[config.mk]
export PLATFORM = sky130hd
export DESIGN_NAME = double_ended_queue_flat
export DESIGN_NICKNAME = d
export VERILOG_FILES = /design/src/hdl/dq_pkg.sv /design/src/hdl/dq_ifs.sv /design/src/hdl/dq_ctrl.sv /design/src/hdl/dq_datapath.sv /design/src/hdl/double_ended_queue.sv /design/src/flat_wrapper.sv
export SDC_FILE = /design/constraint.sdc
export NUM_CORES = 1
export LEC_CHECK = 0
export BUFFER_PORTS_ARGS = -buffer_cell sky130_fd_sc_hd__buf_4
export CORE_MARGIN = 2
export CORE_UTILIZATION = 55
export CTS_BUF_LIST = sky130_fd_sc_hd__clkbuf_8 sky130_fd_sc_hd__clkbuf_16
export DETAILED_ROUTE_END_ITERATION = 8
export PLACE_DENSITY = 0.74
export SLEW_MARGIN = 5
export SYNTH_ARGS = -nofsm -noshare
export SYNTH_HDL_FRONTEND = slang
export SYNTH_HIERARCHICAL = 1
export SYNTH_SLANG_ARGS = --single-unit
[constraint.sdc]
create_clock -name clk_i -period 6.75 [get_ports clk_i]
set_input_delay 1.35 -clock clk_i [delete_from_list [all_inputs] [get_ports clk_i]]
set_output_delay 1.35 -clock clk_i [all_outputs]
set_load 0.02 [all_outputs]
[src/hdl/dq_pkg.sv]
// Package for the double-ended queue: depth, widths, action and status codes,
// controller state type and the controller-to-datapath command bundle.
// No dependencies.
package dq_pkg;

  localparam int unsigned DEPTH = 16;
  localparam int unsigned IDX_W = $clog2(DEPTH);
  localparam int unsigned CNT_W = IDX_W + 1;

  localparam int unsigned ACTION_W = 3;
  localparam int unsigned VALUE_W  = 32;
  localparam int unsigned POS_W    = 5;
  localparam int unsigned STATUS_W = 2;

  typedef enum logic [ACTION_W-1:0] {
    ACT_PUSH_BACK  = 3'd0,
    ACT_PUSH_FRONT = 3'd1,
    ACT_POP_FRONT  = 3'd2,
    ACT_POP_BACK   = 3'd3,
    ACT_PEEK       = 3'd4,
    ACT_DROP       = 3'd5
  } action_e;

  typedef enum logic [STATUS_W-1:0] {
    ST_OK    = 2'd0,
    ST_EMPTY = 2'd1,
    ST_FULL  = 2'd2
  } status_e;

  typedef enum logic [0:0] {
    CTL_IDLE = 1'b0,
    CTL_LOAD = 1'b1
  } ctl_state_e;

  typedef struct packed {
    logic accept;  // take the input transaction, update ring state
    logic load;    // move the pending result into the output register
  } ctl_cmd_t;

endpackage

[src/hdl/dq_ifs.sv]
// Handshake interfaces for the double-ended queue: one for action transactions,
// one for result transactions. Depends on dq_pkg.
interface dq_item_if
  import dq_pkg::*;
();
  logic                       valid;
  logic                       ready;
  logic [ACTION_W-1:0]        action;
  logic signed [VALUE_W-1:0]  value;
  logic [POS_W-1:0]           peek_position;
  logic [POS_W-1:0]           drop_count;

  modport source (output valid, action, value, peek_position, drop_count, input ready);
  modport sink   (input valid, action, value, peek_position, drop_count, output ready);
endinterface

interface dq_result_if
  import dq_pkg::*;
();
  logic                       valid;
  logic                       ready;
  logic signed [VALUE_W-1:0]  data;
  logic [STATUS_W-1:0]        status;
  logic [CNT_W-1:0]           occupancy;

  modport source (output valid, data, status, occupancy, input ready);
  modport sink   (input valid, data, status, occupancy, output ready);
endinterface

[src/hdl/dq_ctrl.sv]
// Controller for the double-ended queue: two-state sequencer and output valid flag.
// Depends on dq_pkg.
module dq_ctrl
  import dq_pkg::*;
(
  input  logic     clk_i,
  input  logic     rst_ni,
  input  logic     item_valid_i,
  input  logic     result_ready_i,
  output logic     item_ready_o,
  output logic     result_valid_o,
  output ctl_cmd_t cmd_o
);

  ctl_state_e state_q, state_d;
  logic       out_valid_q, out_valid_d;

  always_comb begin
    state_d = state_q;
    case (state_q)
      CTL_IDLE: begin
        if (cmd_o.accept) state_d = CTL_LOAD;
      end
      CTL_LOAD: begin
        if (cmd_o.load) state_d = CTL_IDLE;
      end
      default: state_d = CTL_IDLE;
    endcase
  end

  always_comb begin
    item_ready_o = 1'b0;
    cmd_o        = '0;
    case (state_q)
      CTL_IDLE: begin
        item_ready_o = 1'b1;
        cmd_o.accept = item_valid_i;
      end
      CTL_LOAD: begin
        cmd_o.load = !out_valid_q || result_ready_i;
      end
      default: ;
    endcase
  end

  always_comb begin
    out_valid_d = out_valid_q;
    if (cmd_o.load) out_valid_d = 1'b1;
    else if (result_ready_i) out_valid_d = 1'b0;
  end

  assign result_valid_o = out_valid_q;

  always_ff @(posedge clk_i or negedge rst_ni) begin
    if (!rst_ni) begin
      state_q     <= CTL_IDLE;
      out_valid_q <= 1'b0;
    end else begin
      state_q     <= state_d;
      out_valid_q <= out_valid_d;
    end
  end

endmodule

[src/hdl/dq_datapath.sv]
// Datapath for the double-ended queue: ring store, front index, entry count,
// pending result and output register. Depends on dq_pkg.
module dq_datapath
  import dq_pkg::*;
(
  input  logic                      clk_i,
  input  logic                      rst_ni,
  input  ctl_cmd_t                  cmd_i,
  input  logic [ACTION_W-1:0]       action_i,
  input  logic signed [VALUE_W-1:0] value_i,
  input  logic [POS_W-1:0]          peek_position_i,
  input  logic [POS_W-1:0]          drop_count_i,
  output logic signed [VALUE_W-1:0] data_o,
  output logic [STATUS_W-1:0]       status_o,
  output logic [CNT_W-1:0]          occupancy_o
);

  localparam logic [CNT_W-1:0] FullCount = CNT_W'(DEPTH);

  logic [VALUE_W-1:0] mem_q [DEPTH];
  logic [VALUE_W-1:0] rd_q;

  logic [IDX_W-1:0] front_q, front_d;
  logic [CNT_W-1:0] count_q, count_d;

  logic             wr_en;
  logic [IDX_W-1:0] wr_addr, rd_addr;
  logic             rd_ok_d, rd_ok_q;
  status_e          status_d, pend_status_q;
  logic [CNT_W-1:0] pend_occ_q;

  logic signed [VALUE_W-1:0] out_data_q;
  logic [STATUS_W-1:0]       out_status_q;
  logic [CNT_W-1:0]          out_occ_q;

  logic is_full, is_empty;
  logic [CNT_W-1:0] count_m1;
  logic [IDX_W-1:0] pos_m1;

  assign is_full  = (count_q == FullCount);
  assign is_empty = (count_q == '0);
  assign count_m1 = count_q - CNT_W'(1);
  assign pos_m1   = peek_position_i[IDX_W-1:0] - IDX_W'(1);

  always_comb begin
    front_d  = front_q;
    count_d  = count_q;
    wr_en    = 1'b0;
    wr_addr  = front_q + count_q[IDX_W-1:0];
    rd_addr  = front_q;
    rd_ok_d  = 1'b0;
    status_d = ST_OK;
    case (action_i)
      ACT_PUSH_BACK: begin
        if (is_full) begin
          status_d = ST_FULL;
        end else begin
          wr_en   = 1'b1;
          count_d = count_q + CNT_W'(1);
        end
      end
      ACT_PUSH_FRONT: begin
        if (is_full) begin
          status_d = ST_FULL;
        end else begin
          wr_en   = 1'b1;
          wr_addr = front_q - IDX_W'(1);
          front_d = front_q - IDX_W'(1);
          count_d = count_q + CNT_W'(1);
        end
      end
      ACT_POP_FRONT: begin
        if (is_empty) begin
          status_d = ST_EMPTY;
        end else begin
          rd_ok_d = 1'b1;
          front_d = front_q + IDX_W'(1);
          count_d = count_m1;
        end
      end
      ACT_POP_BACK: begin
        if (is_empty) begin
          status_d = ST_EMPTY;
        end else begin
          rd_ok_d = 1'b1;
          rd_addr = front_q + count_m1[IDX_W-1:0];
          count_d = count_m1;
        end
      end
      ACT_PEEK: begin
        rd_addr = front_q + pos_m1;
        if (peek_position_i == '0 || CNT_W'(peek_position_i) > count_q) begin
          status_d = ST_EMPTY;
        end else begin
          rd_ok_d = 1'b1;
        end
      end
      ACT_DROP: begin
        if (CNT_W'(drop_count_i) >= count_q) begin
          front_d = front_q + count_q[IDX_W-1:0];
          count_d = '0;
        end else begin
          front_d = front_q + drop_count_i[IDX_W-1:0];
          count_d = count_q - CNT_W'(drop_count_i);
        end
      end
      default: ;
    endcase
  end

  // Ring store: at most one write and one registered read per accepted transaction.
  always_ff @(posedge clk_i) begin
    if (cmd_i.accept) begin
      if (wr_en) mem_q[wr_addr] <= value_i;
      rd_q <= mem_q[rd_addr];
    end
  end

  always_ff @(posedge clk_i or negedge rst_ni) begin
    if (!rst_ni) begin
      front_q <= '0;
      count_q <= '0;
    end else if (cmd_i.accept) begin
      front_q <= front_d;
      count_q <= count_d;
    end
  end

  always_ff @(posedge clk_i) begin
    if (cmd_i.accept) begin
      rd_ok_q       <= rd_ok_d;
      pend_status_q <= status_d;
      pend_occ_q    <= count_d;
    end
    if (cmd_i.load) begin
      out_data_q   <= rd_ok_q ? $signed(rd_q) : '0;
      out_status_q <= pend_status_q;
      out_occ_q    <= pend_occ_q;
    end
  end

  assign data_o      = out_data_q;
  assign status_o    = out_status_q;
  assign occupancy_o = out_occ_q;

endmodule

[src/hdl/double_ended_queue.sv]
// Bounded double-ended queue of signed 32-bit values held in a 16-entry ring
// store. Each transaction on item_i carries one action (push back, push front,
// pop front, pop back, peek, drop front) and yields exactly one transaction on
// result_o with data, status and the occupancy after the action. The accept edge
// updates the front index and count and performs the ring store's write or
// registered read; the pending result then moves into the output register once
// that register is free. The output register lets a new action be accepted while
// an earlier result still waits on result_o.ready; a new action is accepted only
// after the previous result has been loaded. Depends on dq_pkg, dq_ifs,
// dq_ctrl and dq_datapath.
module double_ended_queue
  import dq_pkg::*;
(
  input  logic        clk_i,
  input  logic        rst_ni,
  dq_item_if.sink     item_i,
  dq_result_if.source result_o
);

  ctl_cmd_t cmd;

  // Sequence accept and result load.
  dq_ctrl u_ctrl (
    .clk_i          (clk_i),
    .rst_ni         (rst_ni),
    .item_valid_i   (item_i.valid),
    .result_ready_i (result_o.ready),
    .item_ready_o   (item_i.ready),
    .result_valid_o (result_o.valid),
    .cmd_o          (cmd)
  );

  // Hold the ring, the indices and the result registers.
  dq_datapath u_datapath (
    .clk_i           (clk_i),
    .rst_ni          (rst_ni),
    .cmd_i           (cmd),
    .action_i        (item_i.action),
    .value_i         (item_i.value),
    .peek_position_i (item_i.peek_position),
    .drop_count_i    (item_i.drop_count),
    .data_o          (result_o.data),
    .status_o        (result_o.status),
    .occupancy_o     (result_o.occupancy)
  );

  // Occupancy never exceeds the ring depth.
  a_occ_bound: assert property (@(posedge clk_i) disable iff (!rst_ni)
    result_o.valid |-> (result_o.occupancy <= CNT_W'(DEPTH)))
    else $error("occupancy above depth");

  // A rejected push only happens on a full ring.
  a_full_occ: assert property (@(posedge clk_i) disable iff (!rst_ni)
    (result_o.valid && result_o.status == ST_FULL) |-> (result_o.occupancy == CNT_W'(DEPTH)))
    else $error("full status with free entries");

  // Nonzero data only comes with an ok status.
  a_data_ok: assert property (@(posedge clk_i) disable iff (!rst_ni)
    (result_o.valid && result_o.data != '0) |-> (result_o.status == ST_OK))
    else $error("data on failed action");

  // After an accept the controller finishes the action before taking another.
  a_one_at_a_time: assert property (@(posedge clk_i) disable iff (!rst_ni)
    (item_i.valid && item_i.ready) |=> !item_i.ready)
    else $error("second accept while action in flight");

endmodule
[src/flat_wrapper.sv]
// flat-port wrapper written by rule: the top's interface ports become plain ports
module double_ended_queue_flat import dq_pkg::*;
  (clk_i, rst_ni, item_i_valid, item_i_action, item_i_value, item_i_peek_position, item_i_drop_count, item_i_ready, result_o_valid, result_o_data, result_o_status, result_o_occupancy, result_o_ready);
  dq_item_if item_i_i ();
  dq_result_if result_o_i ();
  input  logic clk_i;
  input  logic rst_ni;
  input wire logic [$bits(item_i_i.valid)-1:0] item_i_valid;
  input wire logic [$bits(item_i_i.action)-1:0] item_i_action;
  input wire logic [$bits(item_i_i.value)-1:0] item_i_value;
  input wire logic [$bits(item_i_i.peek_position)-1:0] item_i_peek_position;
  input wire logic [$bits(item_i_i.drop_count)-1:0] item_i_drop_count;
  output wire logic [$bits(item_i_i.ready)-1:0] item_i_ready;
  output wire logic [$bits(result_o_i.valid)-1:0] result_o_valid;
  output wire logic [$bits(result_o_i.data)-1:0] result_o_data;
  output wire logic [$bits(result_o_i.status)-1:0] result_o_status;
  output wire logic [$bits(result_o_i.occupancy)-1:0] result_o_occupancy;
  input wire logic [$bits(result_o_i.ready)-1:0] result_o_ready;
  assign item_i_i.valid = item_i_valid;
  assign item_i_i.action = item_i_action;
  assign item_i_i.value = item_i_value;
  assign item_i_i.peek_position = item_i_peek_position;
  assign item_i_i.drop_count = item_i_drop_count;
  assign item_i_ready = item_i_i.ready;
  assign result_o_valid = result_o_i.valid;
  assign result_o_data = result_o_i.data;
  assign result_o_status = result_o_i.status;
  assign result_o_occupancy = result_o_i.occupancy;
  assign result_o_i.ready = result_o_ready;
  double_ended_queue u_core (.clk_i(clk_i), .rst_ni(rst_ni), .item_i(item_i_i), .result_o(result_o_i));
endmodule
==> impl.org <==
** Timing
- The worst pin sits at a relative slew slack of between 20 and 25%.
- Post-route setup TNS :: 0 ps
- Unrepaired setup endpoints after global routing :: no
- In the post-route analysis, the smallest setup slack over all paths is 2275 ps.
- Worst-margin pin slew :: approximately 1200 ps
- For this run, the top clock speed supported by timing is approximately 220 MHz.
- The clock arrives with 11.82 ps of skew.
- Max Transition Viols Final :: 0
- Counting I/O delays and the setup requirement, the final critical path takes ~4500 ps.
- Post-route clock period utilization :: between 60% and 70%
- The number of endpoints with negative hold slack in the final report came to 0.
- Final setup violation count :: 0

** Floorplanning
- The initial utilization of the core area, before any placement, comes to 55.86%.
- IO Count :: 90
- DIE WIDTH :: around 220 µm
- The floorplan step defined a die boundary enclosing 46720 µm².
- Die Height :: 216.2 µm
- Site row count :: 77
- Core Box Area :: roughly 44000 µm²

** Logic synthesis
- A synthesized cell averages about 17 µm².
- After synthesis, the share of flip-flops with an asynchronous set or reset is between 1.5 and 2%.
- Gate count after technology mapping :: 1456
- Mux share of post-synthesis cell area :: 10.86%
- Post-synth cell types :: 59
- Yosys printed 6 warnings.
- Main combinational cell family by area after synthesis :: multiplexers
- Number of enable flip-flop cells after synthesis :: approximately 590
- Summing the areas of all xor and xnor instances in the mapped netlist gives less than 1% of the synthesized area.
- After Yosys synthesis, full adders, half adders and majority gates account for under 10% of the synthesized area.
- In the post-synthesis netlist, the biggest area contributors are edfxtp_1, mux2i_1, a22oi_1, ha_1, dfrtp_1.
- Yosys reg bits :: between 600 and 700
- Sequential-to-total area share from yosys stat :: between 70% and 80%
- Of all cell types, the one taking the most synthesized area is edfxtp_1.
- Fraction of the mapped netlist area in compound gates :: under 10%
- Flip-flop cell with the highest count after synthesis :: edfxtp_1
- Net count of the mapped netlist :: about 1500
- Top-area cell type share of the netlist area :: approximately 72%
- Post-synthesis cell area :: between 20000 and 25000 µm²
- Area share of and/or/nand/nor cells after synthesis :: under 10%

** CTS
- In this run the clock root is driven by a clkbuf_16.
- Worst-skew pair later-pin latency :: between 600 and 700 ps
- The number of clock buffers added by TritonCTS is a little under 60.
- Depth of the CTS H-tree :: 2
- Number of cells upsized or downsized after cts :: 0
- Hold repair after CTS inserted 0 buffers.
- TritonCTS built the clock tree.
- Clock Sink Count :: about 600
- Number of post-CTS setup repair buffers :: 0
- Maximum number of buffers from clock root to sink :: 3
- Clock-pin slew was measured on the worst setup and hold paths at 60 ps.

** Setup path
- STA classifies the critical path endpoint as a flip-flop.
- Delay of the slowest cell on the worst path :: between 600 and 700 ps
- Critical path, cell by cell :: inv_1 > ha_1 > inv_1 > ha_1 > inv_1 > fa_1 > nor2_1 > a221o_1 > nor2_4 > buf_4 > a22oi_1 > nand3_1 > nand2_1
- STA classifies the critical path startpoint as a flip-flop.
- Worst path top cell family by delay :: buffers and inverters
- Worst-path maximum fanout :: 40
- Worst-path cell with the longest stage delay :: dfrtp_1
- Dominant cell type by count on the critical path :: inv_1
- Worst Path Arrival :: around 4900 ps
- Data required time at the worst endpoint :: approximately 7000 ps
- The worst setup path is of the reg -> reg kind.
- Buffering stage count on the worst path with inverters included :: 4

** GRT
- For this run the aggregate overflow at the end of global routing stands at 0.
- The number of global-route vias before repair came to around 13000.
- Number of antenna violations at the first check in global routing :: 1
- Across every metal layer, demand over resource in global routing totals between 20% and 30%.
- Global-route wire length before repair :: just under 80000 µm
- Entering global routing, the biggest net connects 85 pins.

** Pwr
- The worst-case IR drop observed on VDD is approximately 0.24 mV.
- Post-route total power :: around 11000 µW
- For this design the static power due to leakage is between 0.009 and 0.01 µW.
- For this design the ratio of total power to cell area is between 400 and 500 nW/µm².

** Layout
- The net count of the finished layout is around 1600.
- Cell Count, Final, Fillers Out :: about 2200
- The filler cells instantiated in the layout total 3157.
- Relative to the synthesized area, the layout overhead comes to 11.53%.
- Layout cells sized above 1 :: 14.05%
- Summing all flip-flop and latch instances after layout gives ~18000 µm².
- Multi-input logic area :: slightly above 6000 µm²

** Routing
- In the routed layout, each cell is associated on average with a via count of around 5.9.
- Routed length per instance :: 23.62 µm
- The first detailed-routing pass took 5 iterations.
- Iteration-0 DRC Markers :: about 1200
- The final layout contains routed wiring with a total length of ~52000 µm.
- The final route contains ~13000 vias.
- Number of remaining DRC errors :: 0
- Post-DRT Antenna Nets :: 0

** Outcome
- Run status :: completed

** Placed design
- Half-perimeter wire length after detailed placement :: roughly 29000 µm
- Pre-CTS setup slack :: approximately 1800 ps
- In this run the tool buffered the top-level ports with 89 buffer cells.
- The congestion estimate from routability-driven global placement came to between 0.8 and 0.9.
- Total instance count after detailed placement :: around 2100

** Flow run
- The tool flagged a number of max-cap violations equal to 0.

** Hold path
- In this run the worst hold path is classified as reg -> reg.
## synth_stat cells (6+ instances only)
cell type and instances:
o22ai_1 6, nor3_1 9, buf_12 11, buf_6 14, xnor2_1 14, a21oi_1 17
ha_1 27, nor2_1 41, buf_2 15, a22oi_1 133, clkbuf_1 26, nand2_1 52
inv_1 25, a21o_1 7, edfxtp_1 591, nand3b_1 32, dfrtp_1 11, mux2i_1 264
o21ai_0 12, nand3_1 41, nand2b_1 6, and2_1 38
## registers in the layout, summed over array words and instances, names as in the netlist
register                         cells
u_core/u_ctrl/result_valid_o         1
u_core/u_datapath/rd_ok_q            1
u_core/u_datapath/mem_q            512
u_core/u_datapath/pend_occ_q         5
u_core/u_datapath/pend_status_q      2
u_core/u_datapath/data_o            32
u_core/u_datapath/occupancy_o        5
u_core/u_datapath/count_q            5
u_core/u_datapath/rd_q              32
u_core/u_datapath/front_q            4
u_core/u_ctrl/state_q                1
u_core/u_datapath/status_o           2
## per-layer routing
metal	up-vias	global-route usage, %	wire, µm
li1	5919	-	-
met1	6555	30.79	21980
met2	456	36.44	25150
met3	92	4.014	3541
met4	0	6.735	1147
met5	-	0	0
## cells by family after synthesis
| kind of cell | Yosys count |
|---|---|
| fa+ha+maj | 32 |
| xor+xnor | 19 |
| simple gates | 235 |
| mux | 268 |
| buf+inv | 102 |
| flops | 602 |
| compound gates | 198 |
## cell type report
cell class / count / share of cell area (%)
sequential: 602 / 65.28
multi-input combinational: 752 / 22.28
clock buffer: 58 / 5.257
timing repair buffer: 119 / 3.326
tap: 592 / 2.683
clock inverter: 44 / 0.8112
inverter: 26 / 0.3535
antenna: 1 / 0.009064
## layout by cell type (no fill, tap or decap), drive strengths merged, types with 2 or more instances in the layout
cell / Yosys / final
nor3: 9 / 9
nor2: 41 / 41
dfrtp: 11 / 11
or3b: 2 / 2
mux2: 4 / 4
o211ai: 2 / 2
clkinvlp: 0 / 4
nand2b: 7 / 7
a21oi: 17 / 17
nor2b: 4 / 4
or4b: 2 / 2
xor2: 5 / 5
a31oi: 3 / 3
a221oi: 2 / 2
o22ai: 6 / 6
edfxtp: 591 / 591
a221o: 4 / 4
inv: 26 / 43
ha: 27 / 27
nor4: 2 / 2
and2: 38 / 38
a22oi: 133 / 133
o21ai: 12 / 12
buf: 49 / 119
nand3b: 32 / 32
mux2i: 264 / 264
clkbuf: 27 / 58
fa: 5 / 5
clkinv: 0 / 23
o21a: 2 / 2
xnor2: 14 / 14
a21o: 7 / 7
nand2: 52 / 52
nand3: 41 / 41
## worst paths after layout
path | cells after the start | start | slack (ps) | endpoint
max in group asynchronous | 1 | rst_ni | 6020 | u_core/u_datapath/count_q[3]
worst max register to register | 13 | u_core/u_datapath/front_q[1] | 2270 | u_core/u_datapath/rd_q[22]
worst min register to register | 0 | u_core/u_datapath/pend_status_q[0] | 420 | u_core/u_datapath/status_o[0]
worst min-delay path | 0 | u_core/u_datapath/pend_status_q[0] | 420 | u_core/u_datapath/status_o[0]
worst max-delay path | 13 | u_core/u_datapath/front_q[1] | 2270 | u_core/u_datapath/rd_q[22]
min in group asynchronous | 1 | rst_ni | 570 | u_core/u_datapath/count_q[0]
## report_power, final
group	total (µW)	leakage (µW)	switching (µW)	internal, µW
sequential	4740	0.00550	187	4550
combinational	3820	0.00329	2320	1490
clock	2870	0.000868	1320	1550
## worst reg2reg max path, cell delays in order, from the launching register on
cell,delay (ps)
dfrtp_1,640
inv_1,300
ha_1,340
inv_1,60
ha_1,140
inv_1,50
fa_1,520
nor2_1,50
a221o_1,450
nor2_4,630
buf_4,600
a22oi_1,240
nand3_1,140
nand2_1,60
## per-stage QoR
stage / area (µm²) / hold WS (ps) / utilization, %
finish: 27610 / 418.3 / 62.30
global route: 27610 / 423.7 / 62.30
CTS: 27610 / 418.0 / 62.29
detailed placement: 25930 / 404.5 / 58.51
global placement: 25930 / 403.1 / 58.51
floorplan: 24760 / 400.3 / -
(Power assumes the default switching activity.)
